==> src/rtl/adbh_pkg.sv <==
package adbh_pkg;

	// Size of the connection table.
	localparam int SLOTS  = 8;
	localparam int SLOT_W = $clog2(SLOTS);
	localparam int CNT_W  = SLOT_W + 1;

	// Input opcodes.
	localparam logic [2:0] OP_TICK   = 3'd0;
	localparam logic [2:0] OP_HEADER = 3'd1;
	localparam logic [2:0] OP_ATTACH = 3'd2;
	localparam logic [2:0] OP_DETACH = 3'd3;
	localparam logic [2:0] OP_WRITE  = 3'd4;

	// Link command words.
	localparam logic [31:0] CMD_CNXN = 32'h4e584e43;
	localparam logic [31:0] CMD_OPEN = 32'h4e45504f;
	localparam logic [31:0] CMD_OKAY = 32'h59414b4f;
	localparam logic [31:0] CMD_CLSE = 32'h45534c43;
	localparam logic [31:0] CMD_WRTE = 32'h45545257;

	// Fixed words of the outgoing connect header, the event length cap and the header size.
	localparam logic [31:0] CNXN_VERSION = 32'h01000000;
	localparam logic [31:0] CNXN_MAXDATA = 32'd4096;
	localparam logic [31:0] CNXN_ID_LEN  = 32'd17;
	localparam logic [31:0] EVT_LEN_CAP  = 32'd256;
	localparam logic [6:0]  HDR_BYTES    = 7'd24;

	// Slot status codes.
	localparam logic [2:0] SLOT_UNUSED  = 3'd0;
	localparam logic [2:0] SLOT_CLOSED  = 3'd1;
	localparam logic [2:0] SLOT_OPENING = 3'd2;
	localparam logic [2:0] SLOT_OPEN    = 3'd3;
	localparam logic [2:0] SLOT_WRITING = 3'd4;

	// Result kinds.
	localparam logic [1:0] KIND_HDR    = 2'd0;
	localparam logic [1:0] KIND_EVENT  = 2'd1;
	localparam logic [1:0] KIND_STATUS = 2'd2;

	// Event codes.
	localparam logic [2:0] EVT_CONNECT   = 3'd0;
	localparam logic [2:0] EVT_OPENED    = 3'd1;
	localparam logic [2:0] EVT_OPEN_FAIL = 3'd2;
	localparam logic [2:0] EVT_CLOSED    = 3'd3;
	localparam logic [2:0] EVT_DATA      = 3'd4;

	// Write request status codes.
	localparam logic [1:0] WST_ACCEPTED = 2'd0;
	localparam logic [1:0] WST_NO_LINK  = 2'd1;
	localparam logic [1:0] WST_NOT_OPEN = 2'd2;

	// Result selection from controller to datapath.
	localparam logic [3:0] RES_HDR_CNXN     = 4'd0;
	localparam logic [3:0] RES_HDR_OPEN     = 4'd1;
	localparam logic [3:0] RES_HDR_OKAY     = 4'd2;
	localparam logic [3:0] RES_HDR_WRTE     = 4'd3;
	localparam logic [3:0] RES_EVT_CONNECT  = 4'd4;
	localparam logic [3:0] RES_EVT_OPEN     = 4'd5;
	localparam logic [3:0] RES_EVT_CLOSE    = 4'd6;
	localparam logic [3:0] RES_EVT_DATA     = 4'd7;
	localparam logic [3:0] RES_ST_ACCEPTED  = 4'd8;
	localparam logic [3:0] RES_ST_NO_LINK   = 4'd9;
	localparam logic [3:0] RES_ST_NOT_OPEN  = 4'd10;

	// Register map.
	localparam logic REG_SLOTS_IN_USE   = 1'b0;
	localparam logic REG_RECONNECT_MASK = 1'b1;

	typedef struct packed {
		logic [3:0] slots_in_use;
		logic [7:0] reconnect_mask;
	} adbh_cfg_t;

	// Commands from the controller.
	typedef struct packed {
		logic       load;
		logic       emit;
		logic [3:0] sel;
		logic       last;
		logic       clear_sent;
		logic       set_present;
		logic       detach;
		logic       okay_wr;
	} adbh_cmd_t;

	// Status towards the controller.
	typedef struct packed {
		logic [2:0] op;
		logic       present;
		logic       link;
		logic       sent;
		logic       hdr_ok;
		logic       is_cnxn;
		logic       is_okay;
		logic       is_clse;
		logic       is_wrte;
		logic       id_ok;
		logic [2:0] cur_status;
		logic       dl_nz;
		logic       ws_ok;
		logic       mask_any;
		logic       mask_more;
		logic       out_free;
	} adbh_sts_t;

endpackage

==> src/rtl/adbh_datapath.sv <==
module adbh_datapath (
	input  logic                     clk,
	input  logic                     arst_n,
	input  adbh_pkg::adbh_cfg_t      cfg,
	input  adbh_pkg::adbh_cmd_t      cmd,
	output adbh_pkg::adbh_sts_t      sts,
	input  logic [2:0]               opcode,
	input  logic [31:0]              command,
	input  logic [31:0]              arg_first,
	input  logic [31:0]              arg_second,
	input  logic [31:0]              magic,
	input  logic [31:0]              payload_len,
	input  logic [6:0]               header_bytes,
	input  logic [2:0]               slot,
	output logic                     out_valid,
	input  logic                     out_ready,
	output logic [1:0]               kind,
	output logic [31:0]              out_command,
	output logic [31:0]              out_arg_first,
	output logic [31:0]              out_arg_second,
	output logic [31:0]              out_length,
	output logic [31:0]              out_magic,
	output logic [2:0]               event_code,
	output logic [2:0]               event_slot,
	output logic [1:0]               write_status,
	output logic                     last
);

	// Latched input item.
	logic [2:0]  op_q;
	logic [31:0] command_q;
	logic [31:0] a0_q;
	logic [31:0] a1_q;
	logic [31:0] magic_q;
	logic [31:0] dl_q;
	logic [6:0]  hb_q;
	logic [2:0]  ws_q;

	// Connection table and link flags.
	logic [2:0]  slot_status_q [adbh_pkg::SLOTS];
	logic [31:0] slot_remote_q [adbh_pkg::SLOTS];
	logic        present_q;
	logic        link_q;
	logic        sent_q;
	logic [adbh_pkg::SLOTS-1:0] walk_mask_q;

	// Output register.
	logic        out_valid_q;
	logic [1:0]  kind_q;
	logic [31:0] out_command_q;
	logic [31:0] out_arg_first_q;
	logic [31:0] out_arg_second_q;
	logic [31:0] out_length_q;
	logic [31:0] out_magic_q;
	logic [2:0]  event_code_q;
	logic [2:0]  event_slot_q;
	logic [1:0]  write_status_q;
	logic        last_q;

	logic [adbh_pkg::CNT_W-1:0]  active_n;
	logic [adbh_pkg::SLOTS-1:0]  tick_mask;
	logic [adbh_pkg::SLOTS-1:0]  det_mask;
	logic [adbh_pkg::SLOT_W-1:0] walk_top;
	logic [adbh_pkg::SLOT_W-1:0] cur_slot;
	logic [2:0]                  cur_status;
	logic                        out_free;

	logic [1:0]  res_kind;
	logic [31:0] res_command;
	logic [31:0] res_arg_first;
	logic [31:0] res_arg_second;
	logic [31:0] res_length;
	logic [2:0]  res_code;
	logic [1:0]  res_status;

	// Active slot count, clipped to the table size.
	assign active_n = (cfg.slots_in_use > 4'(adbh_pkg::SLOTS)) ?
		adbh_pkg::CNT_W'(adbh_pkg::SLOTS) : adbh_pkg::CNT_W'(cfg.slots_in_use);

	// Slots that a tick or a detach will visit, one compare per slot.
	always_comb begin
		for (int i = 0; i < adbh_pkg::SLOTS; i++) begin
			tick_mask[i] = (adbh_pkg::CNT_W'(i) < active_n) &&
				(slot_status_q[i] == adbh_pkg::SLOT_CLOSED);
			det_mask[i] = (adbh_pkg::CNT_W'(i) < active_n) &&
				(slot_status_q[i] != adbh_pkg::SLOT_UNUSED) &&
				(slot_status_q[i] != adbh_pkg::SLOT_CLOSED);
		end
	end

	// Highest pending slot of the walk.
	always_comb begin
		walk_top = '0;
		for (int i = 0; i < adbh_pkg::SLOTS; i++) begin
			if (walk_mask_q[i]) begin
				walk_top = adbh_pkg::SLOT_W'(i);
			end
		end
	end

	// The slot that the current item concerns.
	always_comb begin
		case (op_q)
			adbh_pkg::OP_HEADER: cur_slot = a1_q[adbh_pkg::SLOT_W-1:0] - adbh_pkg::SLOT_W'(1);
			adbh_pkg::OP_WRITE:  cur_slot = ws_q;
			default:             cur_slot = walk_top;
		endcase
	end

	assign cur_status = slot_status_q[cur_slot];
	assign out_free   = !out_valid_q || out_ready;

	// Status towards the controller.
	always_comb begin
		sts.op         = op_q;
		sts.present    = present_q;
		sts.link       = link_q;
		sts.sent       = sent_q;
		sts.hdr_ok     = (hb_q == adbh_pkg::HDR_BYTES) && (magic_q == ~command_q);
		sts.is_cnxn    = (command_q == adbh_pkg::CMD_CNXN);
		sts.is_okay    = (command_q == adbh_pkg::CMD_OKAY);
		sts.is_clse    = (command_q == adbh_pkg::CMD_CLSE);
		sts.is_wrte    = (command_q == adbh_pkg::CMD_WRTE);
		sts.id_ok      = (a1_q != 32'd0) && (a1_q <= 32'(active_n)) &&
			(cur_status != adbh_pkg::SLOT_UNUSED);
		sts.cur_status = cur_status;
		sts.dl_nz      = (dl_q != 32'd0);
		sts.ws_ok      = (adbh_pkg::CNT_W'(ws_q) < active_n) &&
			(cur_status == adbh_pkg::SLOT_OPEN);
		sts.mask_any   = |walk_mask_q;
		sts.mask_more  = |(walk_mask_q & ~(adbh_pkg::SLOTS'(1) << walk_top));
		sts.out_free   = out_free;
	end

	// Fields of the selected result.
	always_comb begin
		res_kind       = adbh_pkg::KIND_EVENT;
		res_command    = 32'd0;
		res_arg_first  = 32'd0;
		res_arg_second = 32'd0;
		res_length     = 32'd0;
		res_code       = 3'd0;
		res_status     = 2'd0;
		unique case (cmd.sel)
			adbh_pkg::RES_HDR_CNXN: begin
				res_kind       = adbh_pkg::KIND_HDR;
				res_command    = adbh_pkg::CMD_CNXN;
				res_arg_first  = adbh_pkg::CNXN_VERSION;
				res_arg_second = adbh_pkg::CNXN_MAXDATA;
				res_length     = adbh_pkg::CNXN_ID_LEN;
			end
			adbh_pkg::RES_HDR_OPEN: begin
				res_kind      = adbh_pkg::KIND_HDR;
				res_command   = adbh_pkg::CMD_OPEN;
				res_arg_first = 32'(cur_slot) + 32'd1;
			end
			adbh_pkg::RES_HDR_OKAY: begin
				res_kind       = adbh_pkg::KIND_HDR;
				res_command    = adbh_pkg::CMD_OKAY;
				res_arg_first  = a1_q;
				res_arg_second = a0_q;
			end
			adbh_pkg::RES_HDR_WRTE: begin
				res_kind       = adbh_pkg::KIND_HDR;
				res_command    = adbh_pkg::CMD_WRTE;
				res_arg_first  = 32'(cur_slot) + 32'd1;
				res_arg_second = slot_remote_q[cur_slot];
				res_length     = dl_q;
			end
			adbh_pkg::RES_EVT_CONNECT: begin
				res_code   = adbh_pkg::EVT_CONNECT;
				res_length = (dl_q < adbh_pkg::EVT_LEN_CAP) ? dl_q : adbh_pkg::EVT_LEN_CAP;
			end
			adbh_pkg::RES_EVT_OPEN: begin
				res_code = adbh_pkg::EVT_OPENED;
			end
			adbh_pkg::RES_EVT_CLOSE: begin
				res_code = (cur_status == adbh_pkg::SLOT_OPENING) ?
					adbh_pkg::EVT_OPEN_FAIL : adbh_pkg::EVT_CLOSED;
			end
			adbh_pkg::RES_EVT_DATA: begin
				res_code   = adbh_pkg::EVT_DATA;
				res_length = dl_q;
			end
			adbh_pkg::RES_ST_ACCEPTED: begin
				res_kind   = adbh_pkg::KIND_STATUS;
				res_status = adbh_pkg::WST_ACCEPTED;
			end
			adbh_pkg::RES_ST_NO_LINK: begin
				res_kind   = adbh_pkg::KIND_STATUS;
				res_status = adbh_pkg::WST_NO_LINK;
			end
			adbh_pkg::RES_ST_NOT_OPEN: begin
				res_kind   = adbh_pkg::KIND_STATUS;
				res_status = adbh_pkg::WST_NOT_OPEN;
			end
			default: begin
				res_kind = adbh_pkg::KIND_EVENT;
			end
		endcase
	end

	// Item and result payload registers.
	always_ff @(posedge clk) begin
		if (cmd.load) begin
			op_q      <= opcode;
			command_q <= command;
			a0_q      <= arg_first;
			a1_q      <= arg_second;
			magic_q   <= magic;
			dl_q      <= payload_len;
			hb_q      <= header_bytes;
			ws_q      <= slot;
		end
		if (cmd.emit) begin
			kind_q           <= res_kind;
			out_command_q    <= res_command;
			out_arg_first_q  <= res_arg_first;
			out_arg_second_q <= res_arg_second;
			out_length_q     <= res_length;
			out_magic_q      <= (res_kind == adbh_pkg::KIND_HDR) ? ~res_command : 32'd0;
			event_code_q     <= res_code;
			event_slot_q     <= (cmd.sel == adbh_pkg::RES_HDR_CNXN ||
				cmd.sel == adbh_pkg::RES_EVT_CONNECT) ? 3'd0 : 3'(cur_slot);
			write_status_q   <= res_status;
			last_q           <= cmd.last;
		end
	end

	// Table, flags, walk mask and output valid.
	always_ff @(posedge clk or negedge arst_n) begin
		if (!arst_n) begin
			for (int i = 0; i < adbh_pkg::SLOTS; i++) begin
				slot_status_q[i] <= adbh_pkg::SLOT_CLOSED;
				slot_remote_q[i] <= 32'd0;
			end
			present_q   <= 1'b0;
			link_q      <= 1'b0;
			sent_q      <= 1'b0;
			walk_mask_q <= '0;
			out_valid_q <= 1'b0;
		end else begin
			if (cmd.emit) begin
				out_valid_q <= 1'b1;
			end else if (out_ready) begin
				out_valid_q <= 1'b0;
			end
			if (cmd.load) begin
				walk_mask_q <= (opcode == adbh_pkg::OP_TICK) ? tick_mask : det_mask;
			end
			if (cmd.clear_sent) begin
				sent_q <= 1'b0;
			end
			if (cmd.set_present) begin
				present_q <= 1'b1;
			end
			if (cmd.detach) begin
				present_q <= 1'b0;
				link_q    <= 1'b0;
			end
			if (cmd.okay_wr) begin
				slot_status_q[cur_slot] <= adbh_pkg::SLOT_OPEN;
			end
			if (cmd.emit) begin
				walk_mask_q[cur_slot] <= 1'b0;
				if (res_kind == adbh_pkg::KIND_HDR) begin
					sent_q <= 1'b1;
				end
				case (cmd.sel)
					adbh_pkg::RES_HDR_OPEN: begin
						slot_status_q[cur_slot] <= adbh_pkg::SLOT_OPENING;
					end
					adbh_pkg::RES_HDR_WRTE: begin
						slot_status_q[cur_slot] <= adbh_pkg::SLOT_WRITING;
					end
					adbh_pkg::RES_EVT_CONNECT: begin
						link_q <= 1'b1;
					end
					adbh_pkg::RES_EVT_OPEN: begin
						slot_status_q[cur_slot] <= adbh_pkg::SLOT_OPEN;
						slot_remote_q[cur_slot] <= a0_q;
					end
					adbh_pkg::RES_EVT_CLOSE: begin
						slot_status_q[cur_slot] <= cfg.reconnect_mask[cur_slot] ?
							adbh_pkg::SLOT_CLOSED : adbh_pkg::SLOT_UNUSED;
					end
					default: begin
					end
				endcase
			end
		end
	end

	assign out_valid      = out_valid_q;
	assign kind           = kind_q;
	assign out_command    = out_command_q;
	assign out_arg_first  = out_arg_first_q;
	assign out_arg_second = out_arg_second_q;
	assign out_length     = out_length_q;
	assign out_magic      = out_magic_q;
	assign event_code     = event_code_q;
	assign event_slot     = event_slot_q;
	assign write_status   = write_status_q;
	assign last           = last_q;

endmodule

==> src/rtl/adbh_ctrl.sv <==
module adbh_ctrl (
	input  logic                 clk,
	input  logic                 arst_n,
	input  logic                 in_valid,
	output logic                 in_ready,
	input  adbh_pkg::adbh_sts_t  sts,
	output adbh_pkg::adbh_cmd_t  cmd
);

	localparam logic [2:0] S_IDLE   = 3'd0;
	localparam logic [2:0] S_DECODE = 3'd1;
	localparam logic [2:0] S_EMIT_A = 3'd2;
	localparam logic [2:0] S_EMIT_B = 3'd3;
	localparam logic [2:0] S_WALK   = 3'd4;

	logic [2:0] state_q;
	logic [2:0] state_d;
	logic [3:0] sel_a_q;
	logic [3:0] sel_a_d;
	logic [3:0] sel_b_q;
	logic [3:0] sel_b_d;
	logic       two_q;
	logic       two_d;

	assign in_ready = (state_q == S_IDLE);

	// Sequencing of one item: decode, then one result per cycle while the output register is free.
	always_comb begin
		state_d = state_q;
		sel_a_d = sel_a_q;
		sel_b_d = sel_b_q;
		two_d   = two_q;
		cmd     = '0;
		unique case (state_q)
			S_IDLE: begin
				if (in_valid) begin
					cmd.load = 1'b1;
					state_d  = S_DECODE;
				end
			end
			S_DECODE: begin
				state_d = S_IDLE;
				two_d   = 1'b0;
				case (sts.op)
					adbh_pkg::OP_TICK: begin
						if (sts.present) begin
							if (!sts.link) begin
								sel_a_d = adbh_pkg::RES_HDR_CNXN;
								state_d = S_EMIT_A;
							end else begin
								sel_a_d = adbh_pkg::RES_HDR_OPEN;
								state_d = S_WALK;
							end
						end
					end
					adbh_pkg::OP_HEADER: begin
						if (sts.present && sts.sent) begin
							cmd.clear_sent = 1'b1;
							if (sts.hdr_ok) begin
								if (sts.is_cnxn) begin
									sel_a_d = adbh_pkg::RES_EVT_CONNECT;
									state_d = S_EMIT_A;
								end else if (sts.id_ok) begin
									if (sts.is_okay) begin
										if (sts.cur_status == adbh_pkg::SLOT_OPENING) begin
											sel_a_d = adbh_pkg::RES_EVT_OPEN;
											state_d = S_EMIT_A;
										end else if (sts.cur_status == adbh_pkg::SLOT_WRITING) begin
											cmd.okay_wr = 1'b1;
										end
									end else if (sts.is_clse) begin
										sel_a_d = adbh_pkg::RES_EVT_CLOSE;
										state_d = S_EMIT_A;
									end else if (sts.is_wrte) begin
										state_d = S_EMIT_A;
										if (sts.dl_nz) begin
											sel_a_d = adbh_pkg::RES_EVT_DATA;
											sel_b_d = adbh_pkg::RES_HDR_OKAY;
											two_d   = 1'b1;
										end else begin
											sel_a_d = adbh_pkg::RES_HDR_OKAY;
										end
									end
								end
							end
						end
					end
					adbh_pkg::OP_ATTACH: begin
						cmd.set_present = 1'b1;
					end
					adbh_pkg::OP_DETACH: begin
						if (sts.present) begin
							cmd.detach = 1'b1;
							sel_a_d    = adbh_pkg::RES_EVT_CLOSE;
							state_d    = S_WALK;
						end
					end
					adbh_pkg::OP_WRITE: begin
						state_d = S_EMIT_A;
						if (!sts.present || !sts.link) begin
							sel_a_d = adbh_pkg::RES_ST_NO_LINK;
						end else if (!sts.ws_ok) begin
							sel_a_d = adbh_pkg::RES_ST_NOT_OPEN;
						end else begin
							sel_a_d = adbh_pkg::RES_HDR_WRTE;
							sel_b_d = adbh_pkg::RES_ST_ACCEPTED;
							two_d   = 1'b1;
						end
					end
					default: begin
						state_d = S_IDLE;
					end
				endcase
			end
			S_EMIT_A: begin
				if (sts.out_free) begin
					cmd.emit = 1'b1;
					cmd.sel  = sel_a_q;
					cmd.last = !two_q;
					state_d  = two_q ? S_EMIT_B : S_IDLE;
				end
			end
			S_EMIT_B: begin
				if (sts.out_free) begin
					cmd.emit = 1'b1;
					cmd.sel  = sel_b_q;
					cmd.last = 1'b1;
					state_d  = S_IDLE;
				end
			end
			S_WALK: begin
				if (!sts.mask_any) begin
					state_d = S_IDLE;
				end else if (sts.out_free) begin
					cmd.emit = 1'b1;
					cmd.sel  = sel_a_q;
					cmd.last = !sts.mask_more;
					if (!sts.mask_more) begin
						state_d = S_IDLE;
					end
				end
			end
			default: begin
				state_d = S_IDLE;
			end
		endcase
	end

	always_ff @(posedge clk or negedge arst_n) begin
		if (!arst_n) begin
			state_q <= S_IDLE;
			sel_a_q <= adbh_pkg::RES_HDR_CNXN;
			sel_b_q <= adbh_pkg::RES_HDR_CNXN;
			two_q   <= 1'b0;
		end else begin
			state_q <= state_d;
			sel_a_q <= sel_a_d;
			sel_b_q <= sel_b_d;
			two_q   <= two_d;
		end
	end

	// A result is loaded only when the output register can take it.
	a_emit_free: assert property (@(posedge clk) disable iff (!arst_n)
		cmd.emit |-> sts.out_free)
		else $error("result loaded into a full output register");

	// An empty walk ends the item at once.
	a_walk_end: assert property (@(posedge clk) disable iff (!arst_n)
		(state_q == S_WALK && !sts.mask_any) |=> (state_q == S_IDLE))
		else $error("walk did not end on an empty mask");

	// The load, emit, attach, detach and okay-write commands never coincide.
	a_cmd_excl: assert property (@(posedge clk) disable iff (!arst_n)
		$onehot0({cmd.load, cmd.emit, cmd.set_present, cmd.detach, cmd.okay_wr}))
		else $error("conflicting datapath commands");

endmodule

==> src/rtl/adb_host_connection_manager.sv <==
// An accepted request is decoded, then its first result is loaded into the output register.
// Throughput: a decode step, then one result per cycle while the output register drains; a
// new request is accepted only once the previous item is finished.
// A tick or detach walks one pending slot per cycle while output is free, highest slot first.
// Reset (arst_n low, asynchronous): all slots closed, no device, link down, config registers zero.
module adb_host_connection_manager (
	input  logic        clk,
	input  logic        arst_n,
	input  logic        in_valid,
	output logic        in_ready,
	input  logic [2:0]  opcode,
	input  logic [31:0] command,
	input  logic [31:0] arg_first,
	input  logic [31:0] arg_second,
	input  logic [31:0] magic,
	input  logic [31:0] payload_len,
	input  logic [6:0]  header_bytes,
	input  logic [2:0]  slot,
	output logic        out_valid,
	input  logic        out_ready,
	output logic [1:0]  kind,
	output logic [31:0] out_command,
	output logic [31:0] out_arg_first,
	output logic [31:0] out_arg_second,
	output logic [31:0] out_length,
	output logic [31:0] out_magic,
	output logic [2:0]  event_code,
	output logic [2:0]  event_slot,
	output logic [1:0]  write_status,
	output logic        last,
	input  logic        psel,
	input  logic        penable,
	input  logic        pwrite,
	input  logic [2:0]  paddr,
	input  logic [31:0] pwdata,
	output logic [31:0] prdata,
	output logic        pready
);

	logic [3:0]          slots_in_use_q;
	logic [7:0]          reconnect_mask_q;
	adbh_pkg::adbh_cfg_t cfg;
	adbh_pkg::adbh_cmd_t cmd;
	adbh_pkg::adbh_sts_t sts;

	assign pready = 1'b1;

	// Configuration registers, written in the access phase.
	always_ff @(posedge clk or negedge arst_n) begin
		if (!arst_n) begin
			slots_in_use_q   <= 4'd0;
			reconnect_mask_q <= 8'd0;
		end else if (psel && penable && pwrite) begin
			if (paddr[2] == adbh_pkg::REG_SLOTS_IN_USE) begin
				slots_in_use_q <= pwdata[3:0];
			end else begin
				reconnect_mask_q <= pwdata[7:0];
			end
		end
	end

	// Read-back.
	assign prdata = (paddr[2] == adbh_pkg::REG_RECONNECT_MASK) ?
		{24'd0, reconnect_mask_q} : {28'd0, slots_in_use_q};

	assign cfg.slots_in_use   = slots_in_use_q;
	assign cfg.reconnect_mask = reconnect_mask_q;

	adbh_ctrl u_ctrl (
		.clk      (clk),
		.arst_n   (arst_n),
		.in_valid (in_valid),
		.in_ready (in_ready),
		.sts      (sts),
		.cmd      (cmd)
	);

	adbh_datapath u_datapath (
		.clk            (clk),
		.arst_n         (arst_n),
		.cfg            (cfg),
		.cmd            (cmd),
		.sts            (sts),
		.opcode         (opcode),
		.command        (command),
		.arg_first      (arg_first),
		.arg_second     (arg_second),
		.magic          (magic),
		.payload_len    (payload_len),
		.header_bytes   (header_bytes),
		.slot           (slot),
		.out_valid      (out_valid),
		.out_ready      (out_ready),
		.kind           (kind),
		.out_command    (out_command),
		.out_arg_first  (out_arg_first),
		.out_arg_second (out_arg_second),
		.out_length     (out_length),
		.out_magic      (out_magic),
		.event_code     (event_code),
		.event_slot     (event_slot),
		.write_status   (write_status),
		.last           (last)
	);

endmodule
==> config.mk <==
export PLATFORM = sky130hd
export DESIGN_NAME = adb_host_connection_manager
export DESIGN_NICKNAME = d
export VERILOG_FILES = /design/src/rtl/adbh_pkg.sv /design/src/rtl/adbh_datapath.sv /design/src/rtl/adbh_ctrl.sv /design/src/rtl/adb_host_connection_manager.sv
export SDC_FILE = /design/constraint.sdc
export NUM_CORES = 1
export LEC_CHECK = 0
export BUFFER_PORTS_ARGS = -buffer_cell sky130_fd_sc_hd__buf_2
export CAP_MARGIN = 20
export CORE_MARGIN = 2
export CORE_UTILIZATION = 50
export DETAILED_ROUTE_END_ITERATION = 8
export PLACE_DENSITY = 0.82
export REMOVE_ABC_BUFFERS = 1
export SYNTH_ARGS = -nofsm -noshare
export SYNTH_HDL_FRONTEND = slang
export SYNTH_HIERARCHICAL = 1
export SYNTH_SLANG_ARGS = --single-unit
==> constraint.sdc <==
create_clock -name clk -period 10.57 [get_ports clk]
set_input_delay 0 -clock clk [delete_from_list [all_inputs] [get_ports clk]]
set_output_delay 0 -clock clk [all_outputs]
set_load 0.005 [all_outputs]
# Word-level counts from Yosys, hierarchy flattened
# Index checks and enable logic that the tools add are counted.
[op_classes]
n_addsub = 2
eq_ne = 63
n_mul = 0
div = 0
n_reduce_logical = 73
n_shift = 1
order_cmp = 16
muxes = 130
bitwise = 19
[ops]
columns = ["operator", "n"]
rows = [
  ["$pmux W32 S3", 3],
  ["$bwmux W256", 1],
  ["$eq A32 B31 Y1 const B", 4],
  ["$mux W32", 4],
  ["$pmux W31 S4", 1],
  ["$bmux W32 S3", 1],
  ["$demux W32 S3", 1],
  ["$mux W4", 24],
  ["$pmux W24 S4", 1],
  ["$mux W3", 23],
  ["$reduce_bool A32 Y1", 2],
  ["$mux W24", 2],
  ["$mux W1", 41],
  ["$logic_and A1 B1 Y1", 33],
  ["$and A16 B16 Y16", 2],
  ["$and A8 B8 Y8", 4],
  ["$eq A32 B32 Y1", 1],
  ["$le A32 B4 Y1", 1],
  ["$lt A32 B9 Y1 const B", 1],
  ["$mux W8", 4],
  ["$not A16 Y16", 2],
  ["$not A31 Y32", 1],
  ["$not A32 Y32", 1],
  ["$or A16 B16 Y16", 2],
  ["63 further kinds", 144],
]
[word_totals]
register_bits = 660
input_bits = 215
out_inout_bits = 206
mem_count = 0
ramBits = 0
mem_bits_ro = 0
latchBits = 0

# Depth between registers and ports, before layout
# Gate-level depths: netlist (run 1).
[logic_depth]
word_depth = 26
ltp_mapped = 18

# Modules after synthesis
# The synthesis (run 1) kept the hierarchy.
[modules_own_cells]
columns = ["mod", "cells_per_inst", "seq_area_each_um2", "n_inst", "area_each_um2"]
rows = [
  ["adbh_datapath", 1805, 16595.9, 1, 25837.3],
  ["adbh_ctrl", 102, 250.2, 1, 869.6],
  ["adb_host_connection_manager", 62, 300.3, 1, 757.0],
]

# Worst setup path before layout (run 1)
# Ideal clock, no wire load.
[synth_timing]
path_type = "reg-to-reg"
startpoint = "register u_datapath/walk_mask_q[4] (netlist name)"
endpoint = "register u_datapath/slot_remote_q[10] (netlist name)"
stages_incl_launch_ff = 11
path_slack_ps = 1087
arrival_time_ps = 9359
setup_time_ps = 125
period_less_slack_ps = 9483
path_cell_list = "dfrtp_1 -> or4_4 -> or4_1 -> nand3b_1 -> nor2_1 -> nor2_1 -> nor2_1 -> nand3_1 -> nor2_1 -> buf_2 -> mux2_2"
[synth_lines]
columns = ["element", "line", "source"]
rows = [
  ["from (decl)", "adbh_datapath.sv:45", "logic [adbh_pkg::SLOTS-1:0] walk_mask_q;"],
  ["from (signal assigned)", "adbh_datapath.sv:249", "walk_mask_q <= (opcode == adbh_pkg::OP_TICK) ? tick_mask : det_mask;"],
  ["to (signal, indexed assignment)", "adbh_datapath.sv:281", "slot_remote_q[cur_slot] <= a0_q;"],
  ["to (decl)", "adbh_datapath.sv:41", "logic [31:0] slot_remote_q [adbh_pkg::SLOTS];"],
]

==> results of run 1 <==
==> cells in the final DEF (no fill, tap or decap), drive strengths merged, types with 9 or more instances in the layout <==
cell type / n
mux2i: 93
ha: 9
a31oi: 14
xnor2: 30
nor2b: 12
clkbuf: 90
clkinv: 12
nor4: 29
o21ai: 74
dlygate4sd3: 194
mux2: 294
dfrtp: 306
buf: 382
nor3: 27
and2: 68
nor2: 102
nand2b: 10
nand3: 33
o221ai: 13
edfxtp: 309
conb: 35
inv: 27
a21oi: 64
o22ai: 26
nand2: 115
==> state kept, by name (all words and copies together), names as in the netlist, 7 cells and up <==
register / cells
reconnect_mask_q: 8
u_datapath/a0_q: 32
u_datapath/a1_q: 32
u_datapath/command_q: 32
u_datapath/dl_q: 32
u_datapath/hb_q: 7
u_datapath/magic_q: 32
u_datapath/out_arg_first: 32
u_datapath/out_arg_second: 32
u_datapath/out_command: 14
u_datapath/out_length: 32
u_datapath/out_magic: 15
u_datapath/slot_remote_q: 256
u_datapath/slot_status_q: 24
u_datapath/walk_mask_q: 8
==> cells in the mapped netlist, drive strengths merged (5+ instances only) <==
cell     instances
clkbuf          32
a221oi           5
and3             8
nand3           33
dfstp            8
mux2i           93
o221ai          13
a22o             8
buf            123
nand2b          10
ha               9
a32o             5
nand4            8
dfrtp          306
a311oi           8
nand3b           6
nor4bb           5
nor3            27
nor2           102
a21oi           64
o21ai           74
xor2             5
mux2           294
a21boi           6
a2111oi          5
edfxtp         309
a211oi           5
inv             21
o22ai           26
or2              5
nand2          115
and2            68
nor4            29
a31oi           14
o31ai            6
xnor2           30
nor2b           12
a21o             6
==> path summary, 6_finish.rpt <==
check                                                   from                            to  slack, ns  depth (start not counted)
max in group asynchronous                             arst_n             u_datapath/sent_q       8.92                          3
min in group clk                                arg_first[9]            u_datapath/a0_q[9]       0.10                          2
worst max register to register            u_datapath/op_q[2]   u_datapath/slot_status_q[1]       5.06                         16
worst min register to register  u_datapath/slot_remote_q[40]  u_datapath/slot_remote_q[40]       0.50                          1
worst min-delay path                                  arst_n  u_datapath/slot_remote_q[28]        0.1                          2
worst max-delay path                      u_datapath/op_q[2]   u_datapath/slot_status_q[1]       5.06                         16
==> power by group <==
group          switching, mW  total, mW  internal (mW)
sequential             0.271       3.36           3.09
clock                  0.971       2.42           1.44
combinational           1.46       2.24          0.775
total                   2.70       8.01           5.31
==> worst max-delay path, delay by kind of cell, from the launching register on <==
family          cells  cell delay [ns]
buf+inv             3             1.34
flops               1             0.70
compound gates      4             1.18
simple gates        9             2.16
==> stage by stage <==
step	hold WS, ns	setup WS, ns	total power, mW	setup TNS, ns
after floorplan	-0.2956	-0.3325	4.734	-21.28
after global placement	0.1603	5.367	5.443	0
after detailed placement	0.1781	5.258	5.509	0
after CTS	0.06334	5.220	7.994	0
after global routing	0.09541	4.796	8.349	0
final	0.09876	5.060	8.008	0
==> final cells by class <==
type / instances / area, sq um
antenna: 3 / 7.507
clock buffer: 90 / 1857
clock inverter: 30 / 412.9
fill: 3879 / 20250
inverter: 22 / 85.08
multi-input combinational: 1201 / 9454
sequential: 623 / 17150
tap: 696 / 870.8
timing repair buffer: 576 / 3944
==> cells by family (layout without fill, tap and decap cells) <==
logic type / count (synthesis) / after routing / share of synthesized area (%)
flip-flops: 623 / 623 / 62.43
AND/OR/NAND/NOR: 455 / 455 / 8.857
multiplexers: 390 / 390 / 16.58
AO/OA/AOI/OAI: 277 / 277 / 6.711
buffers and inverters: 177 / 718 / 3.854
XOR/XNOR: 35 / 35 / 1.116
adder cells (fa/ha/maj): 9 / 9 / 0.4100
other: 3 / 38 / 0.04100
==> per-layer routing <==
metal  GRT usage (%)  vias to the layer above
li1                -                     8240
met1           31.58                     9480
met2           43.20                      814
met3           3.795                      156
met4           10.36                        0
met5               0                        -
==> out/metrics.yaml, run 1 <==
clock_tree:
  cts_resized: 0
  cts_max_level: 3
  cts_tree: "done"
  clkSlewWorstSetupHoldPaths_ns: 0.06
  clock_sinks: 623
  cts_buffer_depth: 3
  clk_latency_ns: 0.61
  cts_root_buffer: "clkbuf_16"
  cts_made_buffers: 66
  cts_setup_buffers: 0
  ctsHoldBuffers: 194
floorplanning:
  die_w_um: 238.4
  num_rows: 85
  io_pins: 421
  die_area_sq_mm: 0.05682
  start_util_pct: 50.83
  fp.coreArea_sq_mm: 0.05403
  fp.dieH_um: 238.4
route:
  antenna_left: 0
  wl_met1_mm: 28.77
  routed_wl_mm: 71.57
  dr.pass1.iters: 6
  vias: 18690
  drc: 0
  wl_met2_mm: 36.28
  routedWlPerCell_um: 22.08
  viasPerCell: 5.767
  wl_met3_mm: 4.223
  top_layer: "met4"
  drt-initial-drc-count: 1459
power:
  powerDensity_mw_per_mm2: 237.1
  power.leakage_nw: 14.58
  max-vdd-ir-drop_mv: 0.1774
logic_synthesis:
  synth_area_leaders: "edfxtp_1 (34%), dfrtp_1 (28%), mux2_2 (9.3%), mux2_4 (3.6%), mux2i_1 (3.4%)"
  syn_area_sq_mm: 0.02746
  yosysWarningCount: 6
  synth_edf_count: 309
  async_flop_share_pct: 50.40
  synth-seq-area-share_pct: 62.43
  synth_largest_area_cell: "edfxtp_1"
  ys_ff_latch: 623
  avgSynthCellArea_sq_um: 13.95
  synth_top_area_share_pct: 33.79
  syn_inst: 1969
  ys_types: 94
  synth_flop_cell: "edfxtp_1"
final_layout:
  drive_gt1_share_pct: 32.65
  post-route-util_pct: 62.52
  finalInstanceArea_sq_mm: 0.03378
  instances_no_fill: 3241
  area_growth_syn_to_layout_pct: 22.99
  nets: 2714
place:
  dp.cells: 2923
  dpl_cell_area_sq_mm: 0.02954
  io_buffers: 360
  place_congestion: 0.8888
  dpl.hpwl_mm: 42.81
global_routing:
  antenna_found_initial: 3
  grt_max_degree: 183
  grt_pass1_vias: 19262
  grt_pass1_wl_mm: 110.0
  grt.total_usage_pct: 25.02
  overflow: 0
worst_setup_path:
  crit_slowest_cell: "edfxtp_1"
  critical_path_class: "reg2reg"
  crit_path_start_kind: "flip-flop"
  slowest_delay_ns: 0.70
  crit_chain: "nor2_1 > nand2_1 > a21oi_1 > nor2_4 > buf_4 > inv_2 > buf_4 > nand2_1 > o22ai_1 > a221oi_1 > or4bb_1 > nor2_1 > and3_1 > or3_1 > nand2_1 > o21ai_0"
  worstSetupEndpointType: "flip-flop"
  cp_max_fo: 39
  required_ns: 11.07
  arrival_ns: 6.01
  cp_common_cell: "nand2_1"
outcome:
  status: "completed"
flow_run:
  cap_violations: 0
sta:
  setup_viol: 0
  tightest_slew_ns: 1.104
  hold_viol: 0
  fmax_mhz: 181.5
  rsz0062_at_grt: "false"
  worst_clock_skew_ns: 0.02482
  finalCritPeriodShare_pct: 52.13
  slew_headroom_pct: 26.15
  slew_violations: 0
  min_period_ns: 5.510
min_path:
  hold_class: "in2async"
Power figures use the tool's default switching activity.
==> inputs of run 2 (changes only) <==
ABC_AREA = 1   (was unset)
PLACE_DENSITY = 0.85   (was 0.82)
clock period = 5 ns   (was 10.57 ns; I/O delays follow)
==> out/metrics.yaml, run 2 <==
logic_synthesis:
  synth_largest_area_cell: "edfxtp_1"
  synth_common_cells: "nand2_1 (525), edfxtp_1 (309), dfrtp_1 (306), inv_1 (231), nor2_1 (230)"
  syn_area_sq_mm: 0.02655
  synth-seq-area-share_pct: 64.57
  async_flop_share_pct: 50.40
  synth_top_area_share_pct: 34.94
  synth_flop_cell: "edfxtp_1"
  synth_area_leaders: "edfxtp_1 (35%), dfrtp_1 (29%), nand2_1 (7.4%), o21ai_0 (3.8%), inv_1 (3.3%)"
  synth.most_common_cell: "nand2_1"
  syn_inst: 2573
  avgSynthCellArea_sq_um: 10.32
  ys_ff_latch: 623
  synth_edf_count: 309
  ys_types: 53
  yosysWarningCount: 6
global_routing:
  grt_max_degree: 174
  grt.total_usage_pct: 27.20
  grt_pass1_wl_mm: 115.2
  overflow: 0
  grt_pass1_vias: 21171
  antenna_found_initial: 5
clock_tree:
  cts_setup_buffers: 0
  clk_latency_ns: 0.62
  cts_max_level: 3
  clock_sinks: 623
  cts_buffer_depth: 3
  cts_root_buffer: "clkbuf_16"
  cts_resized: 0
  cts_tree: "done"
  cts_made_buffers: 66
  clkSlewWorstSetupHoldPaths_ns: 0.06
  ctsHoldBuffers: 209
power:
  power.leakage_nw: 14.65
  powerDensity_mw_per_mm2: 494.4
  max-vdd-ir-drop_mv: 0.3665
final_layout:
  area_growth_syn_to_layout_pct: 23.87
  mostFrequentLayoutCells: "nand2_1 (524), buf_2 (359), edfxtp_1 (309)"
  largest_reg_flops: 256
  drive_gt1_share_pct: 18.33
  regArea_sq_mm: 0.01715
  finalInstanceArea_sq_mm: 0.03289
  nets: 3324
  fillers: 3929
  largest-register: "u_datapath/slot_remote_q"
  layout_commonest_cell: "nand2_1"
  multi_input_area_sq_mm: 0.007611
  instances_no_fill: 3847
sta:
  slew_violations: 0
  worst_clock_skew_ns: 0.03649
  min_period_ns: 4.152
  hold_viol: 0
  fmax_mhz: 240.9
  rsz0062_at_grt: "false"
  layout_setup_ws_ns: 0.8484
  finalCritPeriodShare_pct: 83.03
  slew_headroom_pct: 22.74
  setup_viol: 0
  tns_ns: 0
  tightest_slew_ns: 1.155
min_path:
  hold_class: "in2reg"
  hold_start: "arg_first[21]"
floorplanning:
  num_rows: 84
  io_pins: 421
  fp.dieH_um: 234.5
  die_w_um: 234.5
  fp.coreArea_sq_mm: 0.05255
  die_area_sq_mm: 0.05497
  start_util_pct: 50.53
flow_run:
  cap_violations: 0
route:
  wl_met3_mm: 6.147
  antenna_left: 0
  wl_met2_mm: 37.26
  routed_wl_mm: 76.02
  vias: 21474
  routedWlPerCell_um: 19.76
  dr.pass1.iters: 6
  drt-initial-drc-count: 2399
  wl_met1_mm: 28.60
  drc: 0
  top_layer: "met4"
  viasPerCell: 5.582
worst_setup_path:
  worstSetupEndpointType: "flip-flop"
  cp_common_cell: "inv_1"
  r2r_start: "u_datapath/walk_mask_q[6]"
  required_ns: 5.54
  path_delay_family: "simple AND/OR/NAND/NOR gates"
  crit_buf_inv: 7
  crit_chain: "nor2_1 > nand2_1 > inv_1 > nand2_1 > inv_1 > nor3_1 > a31oi_1 > o22ai_1 > nor2_2 > inv_1 > buf_4 > nor2_2 > nor2_1 > nor2_4 > nor2_4 > inv_2 > o21ai_1 > inv_2 > o21ai_0 > o21ai_0 > inv_1"
  crit_path_start_kind: "flip-flop"
  cp_max_fo: 19
  crit_start: "u_datapath/walk_mask_q[6]"
  slowest_delay_ns: 0.67
  crit_slowest_cell: "o22ai_1"
  arrival_ns: 4.69
  critical_path_class: "reg2reg"
outcome:
  status: "completed"
place:
  dpl.hpwl_mm: 42.66
  dp.cells: 3511
  dpl_cell_area_sq_mm: 0.02857
  post-place-ws_ns: 1.091
  place_congestion: 0.8934
  io_buffers: 360
## run 2: logic make-up after synthesis
group                      count (synthesis)  synth area share (%)
and+or+nand+nor                          977                 16.21
adders and majority gates                  9                0.4241
buffers and inverters                    415                 7.332
xor gates and xnor gates                   6                0.1979
DFF                                      623                 64.57
other                                      3               0.04240
AOI/OAI and AO/OA                        540                 11.22
## run 2: through the flow
stage	hold WS [ns]	power [mW]	utilization, %
global placement	-0.02241	10.90	54.36
floorplan	-0.2956	9.549	-
detailed placement	-0.02194	11.02	54.36
global route	0.08270	16.98	62.59
finish	0.09779	16.26	62.59
CTS	0.06284	16.15	62.56
## run 2: per-layer routing
| layer | GRT usage (%) | vias to the layer above |
|---|---|---|
| met3 | 5.136 | 274 |
| met4 | 14.82 | 0 |
| met1 | 33.05 | 10319 |
| met5 | 0 | - |
| li1 | - | 9709 |
| met2 | 45.97 | 1172 |
## run 2: path summary, 6_finish.rpt
path	slack (ns)	cells past startpoint	endpoint
setup reg to reg	0.85	21	u_datapath/slot_status_q[19]
setup / recovery	0.85	21	u_datapath/slot_status_q[19]
hold reg to reg	0.48	2	u_datapath/slot_remote_q[85]
hold / removal	0.1	2	u_datapath/a0_q[21]
min in group asynchronous	0.55	4	u_datapath/slot_remote_q[6]
max in group asynchronous	3.53	4	u_ctrl/state_q[2]
## run 2: final cells by class
| type | instances | share of cell area [%] |
|---|---|---|
| sequential | 623 | 52.13 |
| multi-input combinational | 1567 | 23.14 |
| timing repair buffer | 588 | 12.47 |
| clock buffer | 85 | 5.561 |
| inverter | 254 | 2.906 |
| tap | 688 | 2.617 |
| clock inverter | 36 | 1.130 |
| antenna | 6 | 0.04565 |
## run 2: report_power, final
group          internal, mW  switching [mW]
registers              6.45           0.477
logic                  1.29            3.07
clock network          2.88            2.10
total                  10.6            5.64
==> inputs of run 3 (changes only) <==
clock period = 3.7 ns   (was 5 ns; I/O delays follow)
==> out/metrics.yaml, run 3 (synthesized netlist as in run 2, its figures left out) <==
route:
  antenna_left: 0
  drc: 0
  dr.pass1.iters: 6
  viasPerCell: 5.551
  wl_met1_mm: 28.78
  routedWlPerCell_um: 19.53
  drt-initial-drc-count: 2532
  vias: 21506
  wl_met3_mm: 6.637
  top_layer: "met4"
  wl_met2_mm: 37.14
  routed_wl_mm: 75.68
min_path:
  hold_class: "in2reg"
clock_tree:
  cts_max_level: 3
  clkSlewWorstSetupHoldPaths_ns: 0.06
  clk_latency_ns: 0.62
  cts_root_buffer: "clkbuf_16"
  clock_sinks: 623
  cts_tree: "done"
  cts_buffer_depth: 3
  cts_made_buffers: 66
global_routing:
  overflow: 0
  grt_pass1_wl_mm: 115.3
  grt_pass1_vias: 21282
  antenna_found_initial: 4
  grt.total_usage_pct: 27.19
  grt_max_degree: 138
sta:
  min_period_ns: 3.448
  hold_viol: 0
  tns_ns: 0
  slew_violations: 0
  holdWs_ns: 0.09904
  fmax_mhz: 290.0
  tightest_slew_ns: 0.8023
  finalCritPeriodShare_pct: 93.19
  setup_viol: 0
  worst_clock_skew_ns: 0.02996
  slew_headroom_pct: 46.52
floorplanning:
  start_util_pct: 50.53
  die_w_um: 234.5
  fp.coreArea_sq_mm: 0.05255
  die_area_sq_mm: 0.05497
  num_rows: 84
  io_pins: 421
  fp.dieH_um: 234.5
place:
  io_buffers: 360
  dpl_cell_area_sq_mm: 0.02881
  place_congestion: 0.8892
  dp.cells: 3533
  dpl.hpwl_mm: 44.04
worst_setup_path:
  worstSetupEndpointType: "flip-flop"
  required_ns: 4.18
  arrival_ns: 3.93
  crit_path_start_kind: "flip-flop"
  critical_path_class: "reg2reg"
  cp_max_fo: 35
final_layout:
  nets: 3354
  largest_reg_flops: 256
  instances_no_fill: 3874
  largest-register: "u_datapath/slot_remote_q"
  mostFrequentLayoutCells: "nand2_1 (524), buf_2 (359), edfxtp_1 (309)"
  area_growth_syn_to_layout_pct: 25.40
  finalInstanceArea_sq_mm: 0.03330
  layout_commonest_cell: "nand2_1"
  drive_gt1_share_pct: 18.89
power:
  power_switching_share_pct: 33.96
  switching_power_mw: 7.582
  combPwrFrac_pct: 27.1
  max-vdd-ir-drop_mv: 0.4524
  power_frac_clock_pct: 31.1
  powerDensity_mw_per_mm2: 670.4
  seqPwrFrac_pct: 41.8
  power.leakage_nw: 14.85
  internal-power_mw: 14.74
flow_run:
  cap_violations: 0
outcome:
  status: "completed"
-- run 3: changes by cell type in the layout (fill, tap and decap cells not counted), moves of 2 or more --
cell,before,now
buf_4,16,37
buf_12,3,11
clkinv_1,7,12
bufinv_16,5,9
clkbuf_1,10,14
clkinv_2,10,6
clkbuf_8,6,3
clkinv_4,3,0
clkbuf_16,68,70
clkinv_8,4,2
clkinvlp_4,4,2
diode_2,6,4
-- run 3: worst paths after layout --
check	start	endpoint	slack [ns]	depth (start not counted)
worst max-delay path	u_datapath/walk_mask_q[6]	u_datapath/slot_status_q[10]	0.25	17
worst min-delay path	arg_first[30]	u_datapath/a0_q[30]	0.1	2
worst max register to register	u_datapath/walk_mask_q[6]	u_datapath/slot_status_q[10]	0.25	17
worst min register to register	u_datapath/slot_remote_q[228]	u_datapath/slot_remote_q[228]	0.48	2
max in group asynchronous	arst_n	u_datapath/slot_remote_q[225]	2.49	4
min in group asynchronous	arst_n	u_datapath/slot_remote_q[87]	0.49	4
-- run 3: final cells by class --
| class | count | area [sq um] |
|---|---|---|
| Inverter | 254 | 955.9 |
| Antenna cell | 4 | 10.01 |
| Timing Repair inverter | 1 | 7.507 |
| Tap cell | 688 | 860.8 |
| Clock inverter | 33 | 422.9 |
| Clock buffer | 87 | 1846 |
| Fill cell | 3908 | 19250 |
| Timing Repair Buffer | 617 | 4402 |
| Sequential cell | 623 | 17150 |
| Multi-Input combinational cell | 1567 | 7649 |
-- run 3: critical path, cell delays in order, from the launching register on --
cell and delay, ns:
dfrtp_1 0.36, nor2_1 0.08, nand2_1 0.09, inv_1 0.07, nand2_1 0.12, inv_1 0.06, nor3_1 0.27, a31oi_2 0.12
o22ai_1 0.44, nor2_2 0.11, inv_1 0.12, buf_4 0.31, nor2_4 0.06, buf_12 0.20, nor2_1 0.48, o21ai_0 0.22
o21ai_0 0.14, inv_1 0.06
-- run 3: layer usage --
| metal | vias to the layer above | global-route usage [%] |
|---|---|---|
| met4 | 0 | 13.74 |
| met1 | 10305 | 33.99 |
| met5 | - | 0 |
| met2 | 1229 | 45.26 |
| met3 | 210 | 5.293 |
| li1 | 9762 | - |
-- run 3: timing repair --
| action | 4_1_cts | 5_1_grt |
|---|---|---|
| hold buffers | 210 | 0 |
| setup buffers | 0 | 6 |
| gates resized for setup | 0 | 8 |
| hold endpoints to repair | 494 | 0 |
| endpoints found under the setup margin | 0 | 220 |
-- run 3: per-stage QoR --
step / setup slack (ns) / power (mW) / utilization, %
floorplan: -6.392 / 12.13 / -
global placement: 0.1159 / 14.88 / 54.82
detailed placement: 0.05085 / 15.06 / 54.82
CTS: 0.005318 / 22.19 / 63.15
global route: -0.009321 / 23.36 / 63.37
finish: 0.2521 / 22.33 / 63.37
-- run 3: power by group through the flow --
stage | Clock, mW | Sequential [mW] | Combinational, mW
final | 6.94 | 9.34 | 6.05
after global routing | 7.32 | 9.42 | 6.61
after CTS | 7.00 | 9.28 | 5.91
after detailed placement | 0 | 9.40 | 5.66
after global placement | 0 | 9.36 | 5.52
after floorplan | 0 | 9.23 | 2.90
